--- src/rtl/core/pd_pkg.sv ---
package pd_pkg;

   // escape phase codes
   localparam logic [1:0] PH_IDLE = 2'd0;
   localparam logic [1:0] PH_PCT  = 2'd1;
   localparam logic [1:0] PH_HELD = 2'd2;

   // plus_mode codes
   localparam logic [1:0] PLUS_NONE = 2'd0;
   localparam logic [1:0] PLUS_URL  = 2'd1;
   localparam logic [1:0] PLUS_FORM = 2'd2;

   // error_mode codes
   localparam logic [1:0] ERR_FAIL    = 2'd0;
   localparam logic [1:0] ERR_REPLACE = 2'd1;
   localparam logic [1:0] ERR_IGNORE  = 2'd2;

   // status codes
   localparam logic [1:0] ST_OK      = 2'd0;
   localparam logic [1:0] ST_HANDLED = 2'd1;
   localparam logic [1:0] ST_FAIL    = 2'd2;
   localparam logic [1:0] ST_BAD     = 2'd3;

   localparam logic [7:0] CH_PERCENT = 8'h25;
   localparam logic [7:0] CH_PLUS    = 8'h2B;
   localparam logic [7:0] CH_SPACE   = 8'h20;
   localparam logic [7:0] REPL_HI    = 8'hFF;
   localparam logic [7:0] REPL_LO    = 8'hFD;

   localparam int QDEPTH = 4;
   localparam int QAW    = $clog2(QDEPTH);

   // one queued word: up to two result bytes of one input byte
   typedef struct packed {
      logic [7:0] byte0;
      logic [7:0] byte1;
      logic       two;
      logic       data;
      logic [1:0] status;
      logic       last;
   } entry_type;

   typedef struct packed {
      logic      valid;
      entry_type entry;
   } push_type;

   function automatic logic hex_ok(input logic [7:0] c);
      hex_ok = (c >= 8'h30 && c <= 8'h39) || (c >= 8'h41 && c <= 8'h46) ||
               (c >= 8'h61 && c <= 8'h66);
   endfunction

   function automatic logic [3:0] hex_nibble(input logic [7:0] c);
      logic [7:0] v;
      if (c <= 8'h39) begin
         v = c - 8'h30;
      end else if (c <= 8'h46) begin
         v = c - 8'h37;
      end else begin
         v = c - 8'h57;
      end
      hex_nibble = v[3:0];
   endfunction

   function automatic logic [1:0] raise_status(input logic [1:0] cur, input logic [1:0] s);
      raise_status = (cur < s) ? s : cur;
   endfunction

endpackage

--- src/rtl/core/pd_chan_if.sv ---
interface pd_req_if;
   logic       valid;
   logic       ready;
   logic [7:0] in_byte;
   logic       in_last;

   modport source (output valid, output in_byte, output in_last, input ready);
   modport sink (input valid, input in_byte, input in_last, output ready);
endinterface

interface pd_rsp_if;
   logic       valid;
   logic       ready;
   logic [7:0] out_byte;
   logic       byte_valid;
   logic [1:0] status;
   logic       out_last;

   modport source (output valid, output out_byte, output byte_valid, output status,
                   output out_last, input ready);
   modport sink (input valid, input out_byte, input byte_valid, input status,
                 input out_last, output ready);
endinterface

--- src/rtl/core/percent_decoder.sv ---
// Streaming percent decoder. Takes one encoded byte per word on req_chan (with a last flag)
// and returns decoded bytes on rsp_chan; every result carries the message's sticky status,
// and the final result of a message has out_last set (a status-only word with byte_valid
// low when the last input gives no byte). The input side takes one byte per cycle while
// the queue is not full; each input yields zero, one or two result words in at most one
// entry of a four-entry queue, and the output register drains one word per cycle while
// the consumer is ready, so the sustained rate is one input per cycle unless replacement
// pairs or a stalled consumer fill the queue. A result passes through the queue and then
// the output register. The user must write plus_mode and error_mode through the APB port
// at byte addresses 0 and 4 only while no message is in flight; the block does not enforce it.
module percent_decoder
   import pd_pkg::*;
(
   input  logic        clock,
   input  logic        reset,
   pd_req_if.sink      req_chan,
   pd_rsp_if.source    rsp_chan,
   input  logic        psel,
   input  logic        penable,
   input  logic        pwrite,
   input  logic [2:0]  paddr,
   input  logic [31:0] pwdata,
   output logic [31:0] prdata,
   output logic        pready
);

   localparam logic REG_PLUS  = 1'b0;
   localparam logic REG_ERROR = 1'b1;

   logic [1:0] plus_mode_ff;
   logic [1:0] error_mode_ff;
   logic       csr_write;

   push_type   push;
   entry_type  head;
   logic       q_empty, q_full, pop;

   assign pready    = 1'b1;
   assign csr_write = psel && penable && pwrite;

   always_ff @(posedge clock) begin
      if (reset) begin
         plus_mode_ff  <= PLUS_NONE;
         error_mode_ff <= ERR_FAIL;
      end else if (csr_write) begin
         unique case (paddr[2])
            REG_PLUS:  plus_mode_ff  <= pwdata[1:0];
            REG_ERROR: error_mode_ff <= pwdata[1:0];
            default: begin
            end
         endcase
      end
   end

   always_comb begin
      prdata = 32'h0;
      unique case (paddr[2])
         REG_PLUS:  prdata = {30'h0, plus_mode_ff};
         REG_ERROR: prdata = {30'h0, error_mode_ff};
         default:   prdata = 32'h0;
      endcase
   end

   pd_front u_front (
      .clock      (clock),
      .reset      (reset),
      .req        (req_chan),
      .plus_mode  (plus_mode_ff),
      .error_mode (error_mode_ff),
      .q_full     (q_full),
      .push       (push)
   );

   pd_queue u_queue (
      .clock (clock),
      .reset (reset),
      .push  (push),
      .pop   (pop),
      .head  (head),
      .empty (q_empty),
      .full  (q_full)
   );

   pd_back u_back (
      .clock   (clock),
      .reset   (reset),
      .head    (head),
      .q_empty (q_empty),
      .pop     (pop),
      .rsp     (rsp_chan)
   );

endmodule

--- src/rtl/core/pd_front.sv ---
module pd_front
   import pd_pkg::*;
(
   input  logic       clock,
   input  logic       reset,
   pd_req_if.sink     req,
   input  logic [1:0] plus_mode,
   input  logic [1:0] error_mode,
   input  logic       q_full,
   output push_type   push
);

   logic [1:0] phase_ff, phase_in;
   logic [7:0] held_ff, held_in;
   logic [1:0] sticky_ff, sticky_in;
   logic       disc_ff, disc_in;

   logic       accept;
   logic       do_plain, do_err, bad, fail, raise1;
   logic       emit_plain, emit_repl, emit_hex;
   logic [7:0] plain_val, hex_val;
   logic [1:0] cnt;
   logic [7:0] ob0, ob1;

   assign req.ready = !q_full;
   assign accept    = req.valid && !q_full;

   always_comb begin
      do_plain   = 1'b0;
      do_err     = 1'b0;
      bad        = 1'b0;
      fail       = 1'b0;
      raise1     = 1'b0;
      emit_plain = 1'b0;
      emit_repl  = 1'b0;
      emit_hex   = 1'b0;
      plain_val  = req.in_byte;
      hex_val    = {hex_nibble(held_ff), hex_nibble(req.in_byte)};
      phase_in   = PH_IDLE;
      held_in    = held_ff;

      if (error_mode == ERR_FAIL && req.in_byte[7]) begin
         bad = 1'b1;
      end else if (!disc_ff) begin
         unique case (phase_ff)
            PH_IDLE: begin
               do_plain = 1'b1;
            end
            PH_PCT: begin
               if (req.in_last) begin
                  // short escape at end of message
                  if (error_mode == ERR_FAIL || error_mode == ERR_REPLACE) begin
                     do_err = 1'b1;
                  end else begin
                     raise1   = 1'b1;
                     do_plain = 1'b1;
                  end
               end else begin
                  held_in  = req.in_byte;
                  phase_in = PH_HELD;
               end
            end
            PH_HELD: begin
               if (hex_ok(held_ff) && hex_ok(req.in_byte)) begin
                  emit_hex = 1'b1;
               end else begin
                  do_err = 1'b1;
               end
            end
            default: begin
            end
         endcase
      end

      if (do_plain) begin
         if (req.in_byte == CH_PLUS && (plus_mode == PLUS_URL || plus_mode == PLUS_FORM)) begin
            emit_plain = 1'b1;
            plain_val  = CH_SPACE;
         end else if (req.in_byte == CH_PERCENT) begin
            if (req.in_last) begin
               do_err = 1'b1;
            end else begin
               phase_in = PH_PCT;
            end
         end else begin
            emit_plain = 1'b1;
         end
      end

      if (do_err) begin
         if (error_mode == ERR_FAIL) begin
            fail     = 1'b1;
            phase_in = PH_IDLE;
         end else begin
            emit_repl = (error_mode == ERR_REPLACE);
            raise1    = 1'b1;
         end
      end

      disc_in   = disc_ff || bad || fail;
      sticky_in = sticky_ff;
      if (raise1) begin
         sticky_in = raise_status(sticky_in, ST_HANDLED);
      end
      if (fail) begin
         sticky_in = raise_status(sticky_in, ST_FAIL);
      end
      if (bad) begin
         sticky_in = raise_status(sticky_in, ST_BAD);
      end

      ob0 = 8'h00;
      ob1 = REPL_LO;
      cnt = 2'd0;
      if (emit_repl) begin
         ob0 = REPL_HI;
         cnt = 2'd2;
      end else if (emit_plain) begin
         ob0 = plain_val;
         cnt = 2'd1;
      end else if (emit_hex) begin
         ob0 = hex_val;
         cnt = 2'd1;
      end
      if (disc_in) begin
         cnt = 2'd0;
         ob0 = 8'h00;
      end
   end

   always_comb begin
      push.valid        = accept && (cnt != 2'd0 || req.in_last);
      push.entry.byte0  = ob0;
      push.entry.byte1  = ob1;
      push.entry.two    = (cnt == 2'd2);
      push.entry.data   = (cnt != 2'd0);
      push.entry.status = sticky_in;
      push.entry.last   = req.in_last;
   end

   always_ff @(posedge clock) begin
      if (reset) begin
         phase_ff  <= PH_IDLE;
         held_ff   <= 8'h00;
         sticky_ff <= ST_OK;
         disc_ff   <= 1'b0;
      end else if (accept) begin
         if (req.in_last) begin
            phase_ff  <= PH_IDLE;
            held_ff   <= 8'h00;
            sticky_ff <= ST_OK;
            disc_ff   <= 1'b0;
         end else begin
            phase_ff  <= phase_in;
            held_ff   <= held_in;
            sticky_ff <= sticky_in;
            disc_ff   <= disc_in;
         end
      end
   end

endmodule

--- src/rtl/core/pd_queue.sv ---
module pd_queue
   import pd_pkg::*;
(
   input  logic      clock,
   input  logic      reset,
   input  push_type  push,
   input  logic      pop,
   output entry_type head,
   output logic      empty,
   output logic      full
);

   entry_type        q_mem [QDEPTH];
   logic [QAW-1:0]   wr_ptr_ff, rd_ptr_ff;
   logic [QAW:0]     count_ff;
   logic             do_push, do_pop;

   assign empty   = (count_ff == '0);
   assign full    = (count_ff == (QAW+1)'(QDEPTH));
   assign do_push = push.valid && !full;
   assign do_pop  = pop && !empty;
   assign head    = q_mem[rd_ptr_ff];

   always_ff @(posedge clock) begin
      if (do_push) begin
         q_mem[wr_ptr_ff] <= push.entry;
      end
   end

   always_ff @(posedge clock) begin
      if (reset) begin
         wr_ptr_ff <= '0;
         rd_ptr_ff <= '0;
         count_ff  <= '0;
      end else begin
         if (do_push) begin
            wr_ptr_ff <= wr_ptr_ff + 1'b1;
         end
         if (do_pop) begin
            rd_ptr_ff <= rd_ptr_ff + 1'b1;
         end
         if (do_push && !do_pop) begin
            count_ff <= count_ff + 1'b1;
         end else if (do_pop && !do_push) begin
            count_ff <= count_ff - 1'b1;
         end
      end
   end

endmodule

--- src/rtl/core/pd_back.sv ---
module pd_back
   import pd_pkg::*;
(
   input  logic      clock,
   input  logic      reset,
   input  entry_type head,
   input  logic      q_empty,
   output logic      pop,
   pd_rsp_if.source  rsp
);

   logic       valid_ff;
   logic       sel_ff, sel_in;
   logic [7:0] byte_ff;
   logic       bvalid_ff;
   logic [1:0] status_ff;
   logic       last_ff;
   logic       load, take;

   assign load   = !valid_ff || rsp.ready;
   assign take   = load && !q_empty;
   // second byte of a pair goes out on the following load
   assign pop    = take && (sel_ff || !head.two);
   assign sel_in = take ? (head.two && !sel_ff) : sel_ff;

   assign rsp.valid      = valid_ff;
   assign rsp.out_byte   = byte_ff;
   assign rsp.byte_valid = bvalid_ff;
   assign rsp.status     = status_ff;
   assign rsp.out_last   = last_ff;

   always_ff @(posedge clock) begin
      if (reset) begin
         valid_ff <= 1'b0;
         sel_ff   <= 1'b0;
      end else begin
         sel_ff <= sel_in;
         if (load) begin
            valid_ff <= !q_empty;
         end
      end
   end

   always_ff @(posedge clock) begin
      if (take) begin
         byte_ff   <= sel_ff ? head.byte1 : head.byte0;
         bvalid_ff <= head.data;
         status_ff <= head.status;
         last_ff   <= head.last && (sel_ff || !head.two);
      end
   end

   a_sel_has_pair : assert property (@(posedge clock) disable iff (reset)
      sel_ff |-> (!q_empty && head.two))
      else $error("second half pending without a pair at the queue head");

   a_sel_after_first : assert property (@(posedge clock) disable iff (reset)
      sel_ff |-> valid_ff)
      else $error("second half pending while output register is empty");

   a_status_only_last : assert property (@(posedge clock) disable iff (reset)
      (valid_ff && !bvalid_ff) |-> (last_ff && byte_ff == 8'h00))
      else $error("status-only word is not the final word of its message");

endmodule

--- src/flat_wrapper.sv ---
// flat-port wrapper written by rule: the top's interface ports become plain ports
module percent_decoder_flat import pd_pkg::*;
  (clock, reset, psel, penable, pwrite, paddr, pwdata, prdata, pready, req_chan_valid, req_chan_in_byte, req_chan_in_last, req_chan_ready, rsp_chan_valid, rsp_chan_out_byte, rsp_chan_byte_valid, rsp_chan_status, rsp_chan_out_last, rsp_chan_ready);
  pd_req_if req_chan_i ();
  pd_rsp_if rsp_chan_i ();
  input  logic clock;
  input  logic reset;
  input  logic psel;
  input  logic penable;
  input  logic pwrite;
  input  logic [2:0] paddr;
  input  logic [31:0] pwdata;
  output logic [31:0] prdata;
  output logic pready;
  input wire logic [$bits(req_chan_i.valid)-1:0] req_chan_valid;
  input wire logic [$bits(req_chan_i.in_byte)-1:0] req_chan_in_byte;
  input wire logic [$bits(req_chan_i.in_last)-1:0] req_chan_in_last;
  output wire logic [$bits(req_chan_i.ready)-1:0] req_chan_ready;
  output wire logic [$bits(rsp_chan_i.valid)-1:0] rsp_chan_valid;
  output wire logic [$bits(rsp_chan_i.out_byte)-1:0] rsp_chan_out_byte;
  output wire logic [$bits(rsp_chan_i.byte_valid)-1:0] rsp_chan_byte_valid;
  output wire logic [$bits(rsp_chan_i.status)-1:0] rsp_chan_status;
  output wire logic [$bits(rsp_chan_i.out_last)-1:0] rsp_chan_out_last;
  input wire logic [$bits(rsp_chan_i.ready)-1:0] rsp_chan_ready;
  assign req_chan_i.valid = req_chan_valid;
  assign req_chan_i.in_byte = req_chan_in_byte;
  assign req_chan_i.in_last = req_chan_in_last;
  assign req_chan_ready = req_chan_i.ready;
  assign rsp_chan_valid = rsp_chan_i.valid;
  assign rsp_chan_out_byte = rsp_chan_i.out_byte;
  assign rsp_chan_byte_valid = rsp_chan_i.byte_valid;
  assign rsp_chan_status = rsp_chan_i.status;
  assign rsp_chan_out_last = rsp_chan_i.out_last;
  assign rsp_chan_i.ready = rsp_chan_ready;
  percent_decoder u_core (.clock(clock), .reset(reset), .req_chan(req_chan_i), .rsp_chan(rsp_chan_i), .psel(psel), .penable(penable), .pwrite(pwrite), .paddr(paddr), .pwdata(pwdata), .prdata(prdata), .pready(pready));
endmodule
--- config.mk ---
export PLATFORM = sky130hd
export DESIGN_NAME = percent_decoder_flat
export DESIGN_NICKNAME = d
export VERILOG_FILES = /design/src/rtl/core/pd_pkg.sv /design/src/rtl/core/pd_chan_if.sv /design/src/rtl/core/percent_decoder.sv /design/src/rtl/core/pd_front.sv /design/src/rtl/core/pd_queue.sv /design/src/rtl/core/pd_back.sv /design/src/flat_wrapper.sv
export SDC_FILE = /design/constraint.sdc
export NUM_CORES = 1
export LEC_CHECK = 0
export ABC_AREA = 1
export BUFFER_PORTS_ARGS = -buffer_cell sky130_fd_sc_hd__buf_2
export CAP_MARGIN = 0
export CORE_AREA = 2 2 118 120
export CTS_BUF_LIST = sky130_fd_sc_hd__clkbuf_4
export DETAILED_ROUTE_END_ITERATION = 10
export DIE_AREA = 0 0 120 122
export GPL_TIMING_DRIVEN = 1
export SYNTH_ARGS = -nofsm -noshare
export SYNTH_HDL_FRONTEND = slang
export SYNTH_SLANG_ARGS = --single-unit
--- constraint.sdc ---
create_clock -name clock -period 2.9 [get_ports clock]
set_input_delay 0.435 -clock clock [delete_from_list [all_inputs] [get_ports clock]]
set_output_delay 0.435 -clock clock [all_outputs]
set_load 0.02 [all_outputs]
After elaboration in Yosys (flattened, before gate mapping)
Memories as Yosys holds them, arrays and structs flattened. A register that Yosys moved wholly into a read port is not among the register bits.
Index checks and enable logic that the tools add are counted.
Operators by class
  mux-type cells: 75
  magnitude comparators: 15
  add/subtract/negate cells: 10
  multiply operators: 0
  div/mod/pow operators: 0
  reductions and logical operators: 48
  eq/ne operators: 11
  shift-type cells: 0
  bitwise gates (word level): 1
Operators with widths (count)
  $mux 8: 11
  $pmux 32 s2: 1
  $mux 2: 20
  $mux 1: 35
  $ge 8x7->1 const B: 4
  $le 8x7->1 const B: 4
  $logic_and 1x1->1: 21
  $eq 8x6->1 const B: 2
  $ge 8x6->1 const B: 2
  $le 8x6->1 const B: 2
  $mux 4: 4
  $sub 4x3->4 const B: 4
  $logic_or 1x1->1: 11
  $sub 4x1->4 const B: 2
  $logic_not 1->1: 7
  $eq 2x1->1 const B: 3
  $eq 2x2->1 const B: 3
  $mux 3: 2
  $reduce_bool 2->1: 3
  $add 2x1->2 const B: 2
  $logic_not 2->1: 2
  $lt 2x2->1 const B: 2
  $ne 2x2->1 const B: 2
  $pmux 1 s2: 2
  8 further kinds: 9
Storage, ports and cells
  ROM bits: 0
  RAM bits: 52
  latch bits: 0
  memories: 1
  logic and storage cells: 176
  register bits: 38
  input port bits: 51
Memories
  u_core.u_queue.q_mem: depth 4, bits a word 13, read ports 1, clocked after Yosys merged registers in 1, write ports 1, line pd_queue.sv:13  | entry_type q_mem [QDEPTH];

Logic depth before layout (Yosys ltp)
Gate-level depths: netlist of the first run.
  depth in word-level cells: 24
  mapped depth: 23
  gate-level depth less buffers: 23

Hierarchy
Synthesis of the first run repeated with hierarchy kept, for this count alone.
Second synthesis, totals
  cell total of the unflattened synthesis: 637
  area total of the unflattened synthesis: 6229.7 µm²
Modules (own cells, without submodules)
  pd_queue: cells an instance 274, times used 1, seq. area each 2702.6 µm², area each 3689.8 µm²
  pd_front: cells an instance 238, times used 1, seq. area each 260.2 µm², area each 1486.4 µm²
  pd_back: cells an instance 56, times used 1, seq. area each 400.4 µm², area each 594.3 µm²
  percent_decoder: cells an instance 69, times used 1, seq. area each 80.1 µm², area each 459.2 µm²

Least setup slack after synthesis of the first run
OpenSTA, ideal clock, no wires.
  path type: input port to flip-flop
  start point: in req_chan_in_byte[0]
  end point: reg u_core.u_queue.count_ff[2]
  setup slack: 0.167 ns
  required time: 2.778 ns
  setup time: 0.122 ns
  arrival time: 2.611 ns
  path buffers: 0
  stages on the path: 23
  path through: inv_1 -> ha_1 -> inv_1 -> nand2_1 -> nand2_1 -> nand2_1 -> nand3_1 -> o21bai_1 -> nand2_1 -> nand2_1 -> nand2_2 -> nand2_2 -> nand3_2 -> nand3_4 -> nand2_4 -> inv_1 -> ha_1 -> inv_1 -> fa_1 -> a21oi_1 -> o21ai_0 -> o21ai_0 -> a21oi_1
On the way
  longest elaborated chain between the ends: 23
Ends and longest elaborated chain
  start: declaration: line flat_wrapper.sv:16  | input wire logic [$bits(req_chan_i.in_byte)-1:0] req_chan_in_byte;
  $ge 8x6->1 (tied with other cells): line pd_pkg.sv:49  | hex_ok = (c >= 8'h30 && c <= 8'h39) || (c >= 8'h41 && c <= 8'h46) ||
  $logic_and 1x1->1: line pd_pkg.sv:49
  $logic_or 1x1->1 (2 in series): line pd_pkg.sv:49
  $logic_and 1x1->1: line pd_front.sv:64  | if (hex_ok(held_ff) && hex_ok(req.in_byte)) begin
  $mux 1: line pd_front.sv:64
  $pmux 1 s2: line pd_front.sv:45  | unique case (phase_ff)
  $mux 1: line pd_front.sv:44  | end else if (!disc_ff) begin
  $mux 1: line pd_front.sv:42  | if (error_mode == ERR_FAIL && req.in_byte[7]) begin
  [7 not listed]
  $reduce_bool 2->1 *: line pd_front.sv:132  | push.valid = accept && (cnt != 2'd0 || req.in_last);
  $logic_or 1x1->1 *: line pd_front.sv:132
  $logic_and 1x1->1 *: line pd_front.sv:132
  $logic_and 1x1->1 *: line pd_queue.sv:20  | assign do_push = push.valid && !full;
  net u_core.u_queue.do_push: line pd_queue.sv:16  | logic do_push, do_pop;
  $logic_not 1->1: line pd_queue.sv:44  | end else if (do_pop && !do_push) begin
  $logic_and 1x1->1: line pd_queue.sv:44
  $reduce_bool 2->1 (no source line)
  end signal: assignment: line pd_queue.sv:43  | count_ff <= count_ff + 1'b1;
  end signal: assignment: line pd_queue.sv:45  | count_ff <= count_ff - 1'b1;
  end: declaration: line pd_queue.sv:15  | logic [QAW:0] count_ff;
Mark *: on every way through the listed nets, which the timed path passes. The rest lies on a longest branch.
A chain may end at the register's enable or synchronous reset.

Final worst setup path of the first run
  start point: reg u_core.u_front.held_ff[1]
  end point: reg u_core.u_queue.count_ff[2]
On the way
  longest elaborated chain between the ends: 23
Ends and longest elaborated chain
  start: declaration: line pd_front.sv:14  | logic [7:0] held_ff, held_in;
  start signal: assignment: line pd_front.sv:155  | held_ff <= held_in;
  $ge 8x6->1 (tied with other cells): line pd_pkg.sv:49
  $logic_and 1x1->1: line pd_pkg.sv:49
  $logic_or 1x1->1: line pd_pkg.sv:49
  $logic_or 1x1->1 *: line pd_pkg.sv:49
  $logic_and 1x1->1 *: line pd_front.sv:64
  $mux 1: line pd_front.sv:64
  $pmux 1 s2: line pd_front.sv:45
  $mux 1: line pd_front.sv:44
  [8 not listed]
  $reduce_bool 2->1 *: line pd_front.sv:132
  $logic_or 1x1->1 *: line pd_front.sv:132
  $logic_and 1x1->1 *: line pd_front.sv:132
  $logic_and 1x1->1 *: line pd_queue.sv:20
  net u_core.u_queue.do_push: line pd_queue.sv:16
  $logic_not 1->1: line pd_queue.sv:44
  $logic_and 1x1->1: line pd_queue.sv:44
  $reduce_bool 2->1 (no source line)
Marks and branches as above.

==> impl_metrics.ini, run 1 <==
[final_layout]
drive_gt1_frac = 0.185
final_nets = 624
area_delta_synth_final_pct = 15.7
utilization = 0.393
stdcell_count = 743

[cts]
path_clk_slew_ps = 130
cts_buffers = 9
clk_latency_ps = 440
cts_root_buf = clkbuf_4
cts_num_sinks = 92
hold_buffers = 0
h-tree-depth = 3
clock_path_buffers = 2
cts_tree = built
cts-resized-gates = 0
post-cts-setup-buffer-count = 0

[place]
post-place-ws_ps = -123
place_hpwl_um = 6730
port_buffers = 34
dp_cells = 726
gp_congestion = 0.839

[sta]
finalCritPeriodShare = 0.912
rsz0062_at_grt = yes
fin_skew_ps = 12.0
setup_ws_ps = 254
drv_slew = 0
hold_viol = 0
timing.fmax_ghz = 0.378
min_period_ps = 2650
setup_viol = 0
worst_slew_pin_slew_ps = 638
slew_headroom = 0.572

[critical_path]
reg2regPathDepth = 22
critPathCaptureType = register
crit_fanout = 3
critPathArrivalTime_ps = 2990
r2r_slack_ps = 250
regToRegStartpoint = u_core.u_front.held_ff[1]
path_buf_inv = 5
path_cells = inv_2, buf_4, ha_1, inv_1, nand2_1, nand3_2, o21bai_1, nand2_1, nand2_1, nand2_2, nand2_2, nand3_2, nand3_4, nand2_4, inv_1, ha_1, inv_1, fa_2, a21oi_1, o21ai_1, o21ai_1, a21oi_1
setup.worst_path.class = register to register
worst_setup_path_start_kind = register
cpPeakStageDelay_ps = 340
reg2reg_to = u_core.u_queue.count_ff[2]
critPathSlowestCell = dfxtp_1
cp_top_family = simple AND/OR/NAND/NOR gates
crit_cells = 22
cp.required_ps = 3240

[worst_hold_path]
hold_path_class = input pin to register
worstHoldEndpoint = u_core.plus_mode_ff[1]
holdPathStages = 3
min_from = pwdata[1]

[detailed_routing]
wl_per_cell_um = 12.6
routed-via-count = 3335
antenna_left = 0
first_pass_iters = 4
drc = 0
via_per_inst = 4.49
drtIter0Drc = 200
wl_um = 9380

[global_routing]
grtUsageMet2 = 0.244
top_usage_layer = met2
antenna_found_initial = 1
grt_pass1_vias = 3161
grt_overflow = 0
use_met1 = 0.154
grt_max_degree = 25
grt_pass1_wl_um = 15100
use_met3 = 0.0295
track_usage = 0.134

[synthesis]
synth-seq-cells = 92
syn_area_mm2 = 0.00458
synth_cell_type_count = 36
ys_warn_count = 0
synth.avg_cell_area_um2 = 9.36
netlist_instances = 490
yosysSeqAreaShare = 0.541

[power]
p_per_area_mw_per_mm2 = 707
finalPower_uw = 3750
p_leak_uw = 0.00219
irDropWorstVdd_mv = 0.260

[floorplan]
core_area_mm2 = 0.0135
die_h_um = 122
io_pins = 98
rows = 43
die_w_um = 120
dieArea_mm2 = 0.0146
initial_utilization = 0.339

[status]
status = finished clean

[run]
max_cap_violations = 0
cell type report:
| type | instances | area [um2] |
|---|---|---|
| Antenna cell | 1 | 2.50 |
| Fill cell | 1335 | 8200 |
| Clock buffer | 10 | 75.1 |
| Tap cell | 180 | 225 |
| Multi-Input combinational cell | 325 | 1730 |
| Clock inverter | 6 | 113 |
| Inverter | 62 | 233 |
| Timing Repair Buffer | 67 | 443 |
| Sequential cell | 92 | 2480 |
placed cells by master (no fill, tap or decap), types with 2 or more instances in the layout:
master / synthesis / routed
a21oi_1: 24 / 24
a31oi_1: 5 / 5
buf_12: 0 / 2
buf_2: 0 / 34
buf_4: 31 / 31
bufinv_16: 0 / 3
clkbuf_4: 0 / 10
clkinv_4: 0 / 2
conb_1: 2 / 31
dfxtp_1: 28 / 27
edfxtp_1: 64 / 64
ha_1: 15 / 14
inv_1: 61 / 60
inv_2: 1 / 2
nand2_1: 83 / 83
nand2_2: 2 / 2
nand3_1: 24 / 23
nand3_2: 2 / 3
nand3b_1: 2 / 2
nand4_1: 3 / 3
nor2_1: 56 / 56
nor2_2: 2 / 2
nor2_4: 2 / 2
nor3_4: 2 / 2
o21ai_0: 42 / 39
o21ai_1: 0 / 3
o221ai_1: 7 / 7
o22ai_1: 6 / 6
xor2_1: 5 / 5
cell usage after synthesis (all sizes together):
library cell	count	area (um2)
o21ai	43	219
nand2	86	335
xor2	5	43.8
dfxtp	28	561
fa	1	20.0
xnor2	1	8.76
conb	2	7.51
nor2	60	245
o21bai	1	7.51
o31ai	1	7.51
o211ai	1	7.51
o22ai	6	37.5
ha	15	188
a21boi	1	7.51
clkbuf	9	33.8
edfxtp	64	1920
o221ai	7	61.3
buf	31	233
nand3b	2	15.0
a31oi	5	31.3
inv	62	233
nor3	4	47.5
nand4	3	18.8
a21oi	25	136
nand3	27	158
kinds of logic (layout without fill, tap and decap cells):
kind of cell	after synthesis	after routing	synth area share
AO/OA/AOI/OAI	90	90	0.112
XOR/XNOR	6	6	0.0115
adder cells (fa/ha/maj)	16	16	0.0453
buffers and inverters	102	145	0.109
flip-flops	92	92	0.541
other	2	32	0.00164
AND/OR/NAND/NOR	182	182	0.179
where the power goes:
part	internal, uW	switching, uW	total (uW)
clock network	448	422	870
registers	1670	98.0	1770
logic	359	748	1110
worst max-delay path by stage:
stage	startpoint	endpoint	slack, ps
2_1_floorplan	req_chan_in_byte[0]	u_core.u_queue.count_ff[2]	170
3_3_place_gp	req_chan_in_byte[1]	u_core.u_queue.count_ff[2]	-110
3_5_place_dp	req_chan_in_byte[1]	u_core.u_queue.count_ff[2]	-120
4_1_cts	u_core.u_front.held_ff[1]	u_core.u_queue.count_ff[2]	60
5_1_grt	u_core.u_front.held_ff[0]	u_core.u_queue.count_ff[2]	-30
6_report	u_core.u_front.held_ff[1]	u_core.u_queue.count_ff[2]	250
sequential cells by signal, indices dropped and copies added (netlist names), named ones only:
signal and cells:
u_core.u_front.disc_ff 1, u_core.u_queue.count_ff 3, u_core.u_front.sticky_ff 2, u_core.u_back.rsp.status 2, u_core.u_back.rsp.out_byte 8, u_core.plus_mode_ff 2
u_core.u_back.rsp.valid 1, u_core.error_mode_ff 2, u_core.u_back.rsp.byte_valid 1, u_core.u_queue.wr_ptr_ff 2, u_core.u_queue.q_mem 52, u_core.u_front.held_ff 8
u_core.u_back.rsp.out_last 1, u_core.u_back.sel_ff 1, u_core.u_front.phase_ff 2, u_core.u_queue.rd_ptr_ff 2
metrics by stage:
step / hold slack [ps] / setup TNS (ps) / instance area (um2)
6_report: 242 / 0 / 5310
5_1_grt: 227 / -28.4 / 5310
4_1_cts: 211 / 0 / 5280
3_5_place_dp: 461 / -123 / 5090
3_3_place_gp: 449 / -110 / 5090
2_1_floorplan: 436 / 0 / 4690
worst reg2reg max path, cell delays in order (launching register included):
cell	delay (ps)
dfxtp_1	340
inv_2	80
buf_4	110
ha_1	150
inv_1	40
nand2_1	80
nand3_2	100
o21bai_1	140
nand2_1	60
nand2_1	90
nand2_2	80
nand2_2	70
nand3_2	90
nand3_4	90
nand2_4	50
inv_1	60
ha_1	130
inv_1	60
fa_2	340
a21oi_1	130
o21ai_1	100
o21ai_1	120
a21oi_1	50
per-layer routing:
metal  part of all wire  vias to the layer above  routed length (um)
li1                   -                     1708                   -
met1               0.44                     1555                4140
met2               0.51                       59                4770
met3              0.033                       13                 312
met4              0.017                        0                 155
met5                  0                        -                   0
Power figures use the tool's default switching activity.
==> run 2: changes to the inputs <==
--- a/config.mk
+++ b/config.mk
@@ -13,6 +13,7 @@
 export DETAILED_ROUTE_END_ITERATION = 10
 export DIE_AREA = 0 0 120 122
 export GPL_TIMING_DRIVEN = 1
+export SETUP_SLACK_MARGIN = 0.1
 export SYNTH_ARGS = -nofsm -noshare
 export SYNTH_HDL_FRONTEND = slang
 export SYNTH_SLANG_ARGS = --single-unit
==> constraint.sdc (replaced) <==
create_clock -name clock -period 2.61 [get_ports clock]
set_input_delay 0.3915 -clock clock [delete_from_list [all_inputs] [get_ports clock]]
set_output_delay 0.3915 -clock clock [all_outputs]
set_load 0.02 [all_outputs]
==> run 2 against run 1 <==
Compared with the run above:
- final cell count grew 3.9%
- core utilization grew 2.0 points
- wire length up 0.81%
- global-route usage increased by 0.33 points
- clock skew up 0.68 ps
- sequential power is 9.6% higher
- clock power fell by 20%
- worst setup slack worse by 230 ps
- largest cell class unchanged
- largest power group unchanged
- highest routed layer unchanged
==> impl_metrics.ini, run 2 (synthesis results as in run 1) <==
[status]
status = finished clean

[sta]
fin_skew_ps = 12.7
worst_slew_pin_slew_ps = 650
finalCritPeriodShare = 0.992
setup_viol = 0
drv_slew = 0
timing.fmax_ghz = 0.386
slew_headroom = 0.564
hold_viol = 0
min_period_ps = 2590
rsz0062_at_grt = yes

[power]
finalPower_uw = 4010
p_per_area_mw_per_mm2 = 718
p_leak_uw = 0.00230
clkPwrFrac = 0.173
p_switching_uw = 1460
comb_power_share = 0.342
internal-power_uw = 2550
irDropWorstVdd_mv = 0.262
p_seq_frac = 0.485
p_sw_frac = 0.364

[floorplan]
initial_utilization = 0.339
dieArea_mm2 = 0.0146
die_w_um = 120
rows = 43
die_h_um = 122
core_area_mm2 = 0.0135
io_pins = 98

[critical_path]
cpPeakStageDelay_ps = 400
cp.required_ps = 2950
path_cells = inv_4, ha_4, nand3_2, nand2_1, nand2_2, nand3_2, o21bai_1, nand2_1, nand2_2, nand2_4, nand2_4, nand3_4, nand3_4, nand2_4, inv_4, ha_4, inv_4, fa_2, a21oi_2, o21ai_1, o21ai_1, a21oi_1
critPathArrivalTime_ps = 2930
crit_fanout = 4
worst_setup_path_start_kind = register
setup.worst_path.class = register to register
critPathCaptureType = register
critPathSlowestCell = dfxtp_4

[global_routing]
grt_pass1_vias = 3371
grt_overflow = 0
grt_max_degree = 25
grt_pass1_wl_um = 15600
antenna_found_initial = 0
track_usage = 0.137

[detailed_routing]
drc = 0
via_per_inst = 4.51
drtIter0Drc = 172
wl_per_cell_um = 12.3
first_pass_iters = 5
antenna_left = 0
routed-via-count = 3480
wl_um = 9460

[final_layout]
utilization = 0.413
final_nets = 654
final_area_mm2 = 0.00558
stdcell_count = 772
area_delta_synth_final_pct = 21.7
layout_common_cells = nand2_1, edfxtp_1, buf_4, nor2_1, inv_1
fill_cells = 1296
antenna_cells = 0
drive_gt1_frac = 0.253
mostFrequentLayoutCell = nand2_1
largest_register_ff_count = 52
top_register = u_core.u_queue.q_mem

[place]
place_hpwl_um = 7000
placed_cell_area_mm2 = 0.00532
gp_congestion = 0.855
dp_cells = 746
port_buffers = 34

[cts]
h-tree-depth = 3
cts_num_sinks = 92
cts_root_buf = clkbuf_4
clock_path_buffers = 2
clk_latency_ps = 440
cts_buffers = 9
cts_tree = built
hold_buffers = 0
path_clk_slew_ps = 140

[worst_hold_path]
hold_path_class = input pin to register

[run]
max_cap_violations = 0
run 2: final timing paths:
path                          startpoint                          end  slack (ps)  depth (start not counted)
max            u_core.u_front.held_ff[0]   u_core.u_queue.count_ff[2]          20                         22
min                            pwdata[0]       u_core.plus_mode_ff[0]         190                          3
max reg2reg    u_core.u_front.held_ff[0]   u_core.u_queue.count_ff[2]          20                         22
min reg2reg  u_core.u_front.sticky_ff[1]  u_core.u_front.sticky_ff[1]         470                          2
run 2: worst max-delay path: cells and delay by family, from the launching register on:
family	cells	cell delay (ps)
flops	1	400
buf+inv	3	130
fa+ha+maj	3	630
compound gates	5	510
simple gates	11	820
run 2: through the flow:
stage / worst slack, ps / hold WS [ps] / setup TNS (ps)
final: 20.2 / 193 / 0
after CTS: 11.5 / 161 / 0
after global routing: -175 / 181 / -272
after detailed placement: -297 / 457 / -518
after floorplan: 50.9 / 436 / 0
after global placement: -260 / 448 / -440
run 2: final cells by class:
class                           instances  area [um2]  share of cell area
Sequential cell                        92        2490               0.446
Clock buffer                            9        67.6              0.0121
Timing Repair Buffer                   97         672               0.120
Tap cell                              180         225              0.0404
Inverter                               62         255              0.0458
Clock inverter                          7        51.3             0.00919
Multi-Input combinational cell        325        1820               0.326
run 2: what timing repair did:
action	in CTS	in global routing
pin swaps	12	10
setup endpoints to repair	2	8
setup buffers	5	5
cloned	0	0
resized for setup	6	12
run 2: routing by layer:
layer	routed length, um	up-vias	GRT usage
met3	311	17	0.0309
li1	-	1770	-
met1	4020	1637	0.158
met5	0	-	0
met2	4880	56	0.239
met4	240	0	0.0706
run 2: power groups by stage:
| stage | Sequential, uW | Clock [uW] | Combinational (uW) |
|---|---|---|---|
| after floorplan | 2110 | 0 | 771 |
| after global routing | 1970 | 774 | 1540 |
| after global placement | 1980 | 0 | 1310 |
| after detailed placement | 1980 | 0 | 1350 |
| after CTS | 1950 | 720 | 1380 |
| final | 1940 | 693 | 1370 |
==> run 3: changes to the inputs <==
==> constraint.sdc (replaced) <==
create_clock -name clock -period 2.6 [get_ports clock]
set_input_delay 0.39 -clock clock [delete_from_list [all_inputs] [get_ports clock]]
set_output_delay 0.39 -clock clock [all_outputs]
set_load 0.02 [all_outputs]
==> run 3 against run 2 <==
Compared with the run above:
- the run now ends with negative setup slack left
- die area unchanged
- core utilization up 0.15 points
- clock skew down 1.6 ps
- register-to-register slack worse by 50 ps
==> impl_metrics.ini, run 3 (synthesis results as in run 1) <==
[cts]
cts_root_buf = clkbuf_4
clock_path_buffers = 2
cts_tree = built
cts_buffers = 9
hold_buffers = 0
clk_latency_ps = 430
cts_num_sinks = 92
path_clk_slew_ps = 130
h-tree-depth = 3

[place]
post-place-ws_ps = -307
gp_congestion = 0.850
dp_cells = 748
place_hpwl_um = 7100
port_buffers = 34

[global_routing]
antenna_found_initial = 1
grt_max_degree = 25
grt_pass1_vias = 3254
grt_overflow = 0
track_usage = 0.134
grt_pass1_wl_um = 15300

[final_layout]
fill_cells = 1274
layout_common_cells = nand2_1, edfxtp_1, buf_4, nor2_1, inv_1
drive_gt1_frac = 0.259
mostFrequentLayoutCell = nand2_1
stdcell_count = 771
final_nets = 652
area_delta_synth_final_pct = 22.1
top_register = u_core.u_queue.q_mem
largest_register_ff_count = 52

[critical_path]
critPathCaptureType = register
cp_top_family = simple AND/OR/NAND/NOR gates
reg2reg_to = u_core.u_queue.count_ff[2]
cp.required_ps = 2930
reg2regPathDepth = 22
path_cells = inv_4, ha_4, nand3_1, nand2_1, nand2_2, nand3_2, o21bai_1, nand2_1, nand2_2, nand2_4, nand2_4, nand3_4, nand3_4, nand2_4, inv_4, ha_4, inv_4, fa_2, a21oi_2, o21ai_1, o21ai_1, a21oi_1
cpPeakStageDelay_ps = 400
regToRegStartpoint = u_core.u_front.held_ff[0]
critPathLaunch = u_core.u_front.held_ff[0]
path_buf_inv = 3
crit_cells = 22
r2r_slack_ps = -30
crit_fanout = 4
critPathSlowestCell = dfxtp_4
crit_end = u_core.u_queue.count_ff[2]
critPathArrivalTime_ps = 2960
worst_setup_path_start_kind = register
setup.worst_path.class = register to register

[power]
clkPwrFrac = 0.206
comb_power_share = 0.327
internal-power_uw = 2760
irDropWorstVdd_mv = 0.254
p_leak_uw = 0.00231
p_seq_frac = 0.466
p_sw_frac = 0.341
p_per_area_mw_per_mm2 = 748
p_switching_uw = 1430

[floorplan]
die_w_um = 120
dieArea_mm2 = 0.0146
die_h_um = 122
initial_utilization = 0.339
rows = 43
io_pins = 98
core_area_mm2 = 0.0135

[detailed_routing]
wl_met3_um = 311
drtIter0Drc = 230
top_layer_used = met4
wl_per_cell_um = 12.3
drc = 0
routed-via-count = 3463
wl_met2_um = 4920
first_pass_iters = 4
met1_length_um = 3990
via_per_inst = 4.49
wl_um = 9460
antenna_left = 0

[sta]
setup_viol = 1
setup_ws_ps = -33.7
worst_slew_pin_slew_ps = 596
fin_skew_ps = 11.1
hold_viol = 0
finalCritPeriodShare = 1.01
timing.fmax_ghz = 0.380
slew_headroom = 0.600
drv_slew = 0
rsz0062_at_grt = yes
min_period_ps = 2630

[status]
status = finished, violations left
violations = negative setup slack

[run]
max_cap_violations = 0

[worst_hold_path]
hold_path_class = input pin to register
run 3: cell types whose count changed in the layout (fill, tap and decap cells not counted), moves of 2 or more:
cell        delta
inv_6          -2
a31oi_2        +2
nor2_2         +3
a31oi_1        -2
clkinvlp_4     -3
inv_2          +3
clkbuf_4       +2
bufinv_16      +2
inv_1          -2
nor2_1         -2
run 3: timing repair:
| action | 4_1_cts | 5_1_grt |
|---|---|---|
| endpoints found under the setup margin | 2 | 62 |
| setup buffers | 4 | 2 |
| resized for setup | 3 | 15 |
| pin swaps | 7 | 6 |
run 3: routing by layer:
| layer | global-route usage | vias to the layer above |
|---|---|---|
| li1 | - | 1766 |
| met1 | 0.153 | 1626 |
| met2 | 0.242 | 58 |
| met3 | 0.0197 | 13 |
| met4 | 0.0706 | 0 |
| met5 | 0 | - |
run 3: how the worst min path moves through the flow:
stage,startpoint,endpoint,slack (ps),depth (start not counted)
final,pwdata[0],u_core.error_mode_ff[0],210,3
after global routing,pwdata[0],u_core.error_mode_ff[0],200,3
after CTS,pwdata[0],u_core.error_mode_ff[0],170,3
after detailed placement,u_core.u_front.sticky_ff[0],u_core.u_front.sticky_ff[0],460,2
after global placement,u_core.u_queue.rd_ptr_ff[1],u_core.u_queue.rd_ptr_ff[1],450,2
after floorplan,u_core.u_queue.rd_ptr_ff[1],register,440,2
run 3: final cells by class:
class / count / area [um2] / share of cell area
antenna: 1 / 2.50 / 0.000447
clock buffer: 11 / 82.6 / 0.0147
clock inverter: 5 / 76.3 / 0.0136
inverter: 62 / 253 / 0.0451
multi-input combinational: 325 / 1820 / 0.325
sequential: 92 / 2490 / 0.444
tap: 180 / 225 / 0.0402
timing repair buffer: 95 / 653 / 0.117
run 3: power by group through the flow:
stage | Combinational [uW] | Sequential, uW | Clock [uW]
final | 1370 | 1950 | 865
after detailed placement | 1350 | 1990 | 0
after floorplan | 774 | 2120 | 0
after global routing | 1530 | 1980 | 948
after global placement | 1320 | 1980 | 0
after CTS | 1370 | 1960 | 894
run 3: through the flow:
| stage | utilization | power (uW) | cell area [um2] | setup TNS (ps) | hold WS (ps) |
|---|---|---|---|---|---|
| global route | 0.415 | 4460 | 5600 | -309 | 196 |
| floorplan | - | 2890 | 4770 | 0 | 436 |
| finish | 0.415 | 4190 | 5600 | -33.7 | 207 |
| detailed placement | 0.395 | 3340 | 5340 | -730 | 459 |
| CTS | 0.410 | 4220 | 5540 | -69.7 | 172 |
| global placement | 0.395 | 3300 | 5340 | -468 | 450 |
run 3: worst register-to-register path, cell delays in order, from the launching register on:
cell      delay, ps
dfxtp_4         400
inv_4            40
ha_4            160
nand3_1          70
nand2_1          60
nand2_2          80
nand3_2          90
o21bai_1        160
nand2_1          80
nand2_2          90
nand2_4          80
nand2_4          80
nand3_4          80
nand3_4          80
nand2_4          60
inv_4            60
ha_4            130
inv_4            30
fa_2            340
a21oi_2         110
o21ai_1          80
o21ai_1         130
a21oi_1          50
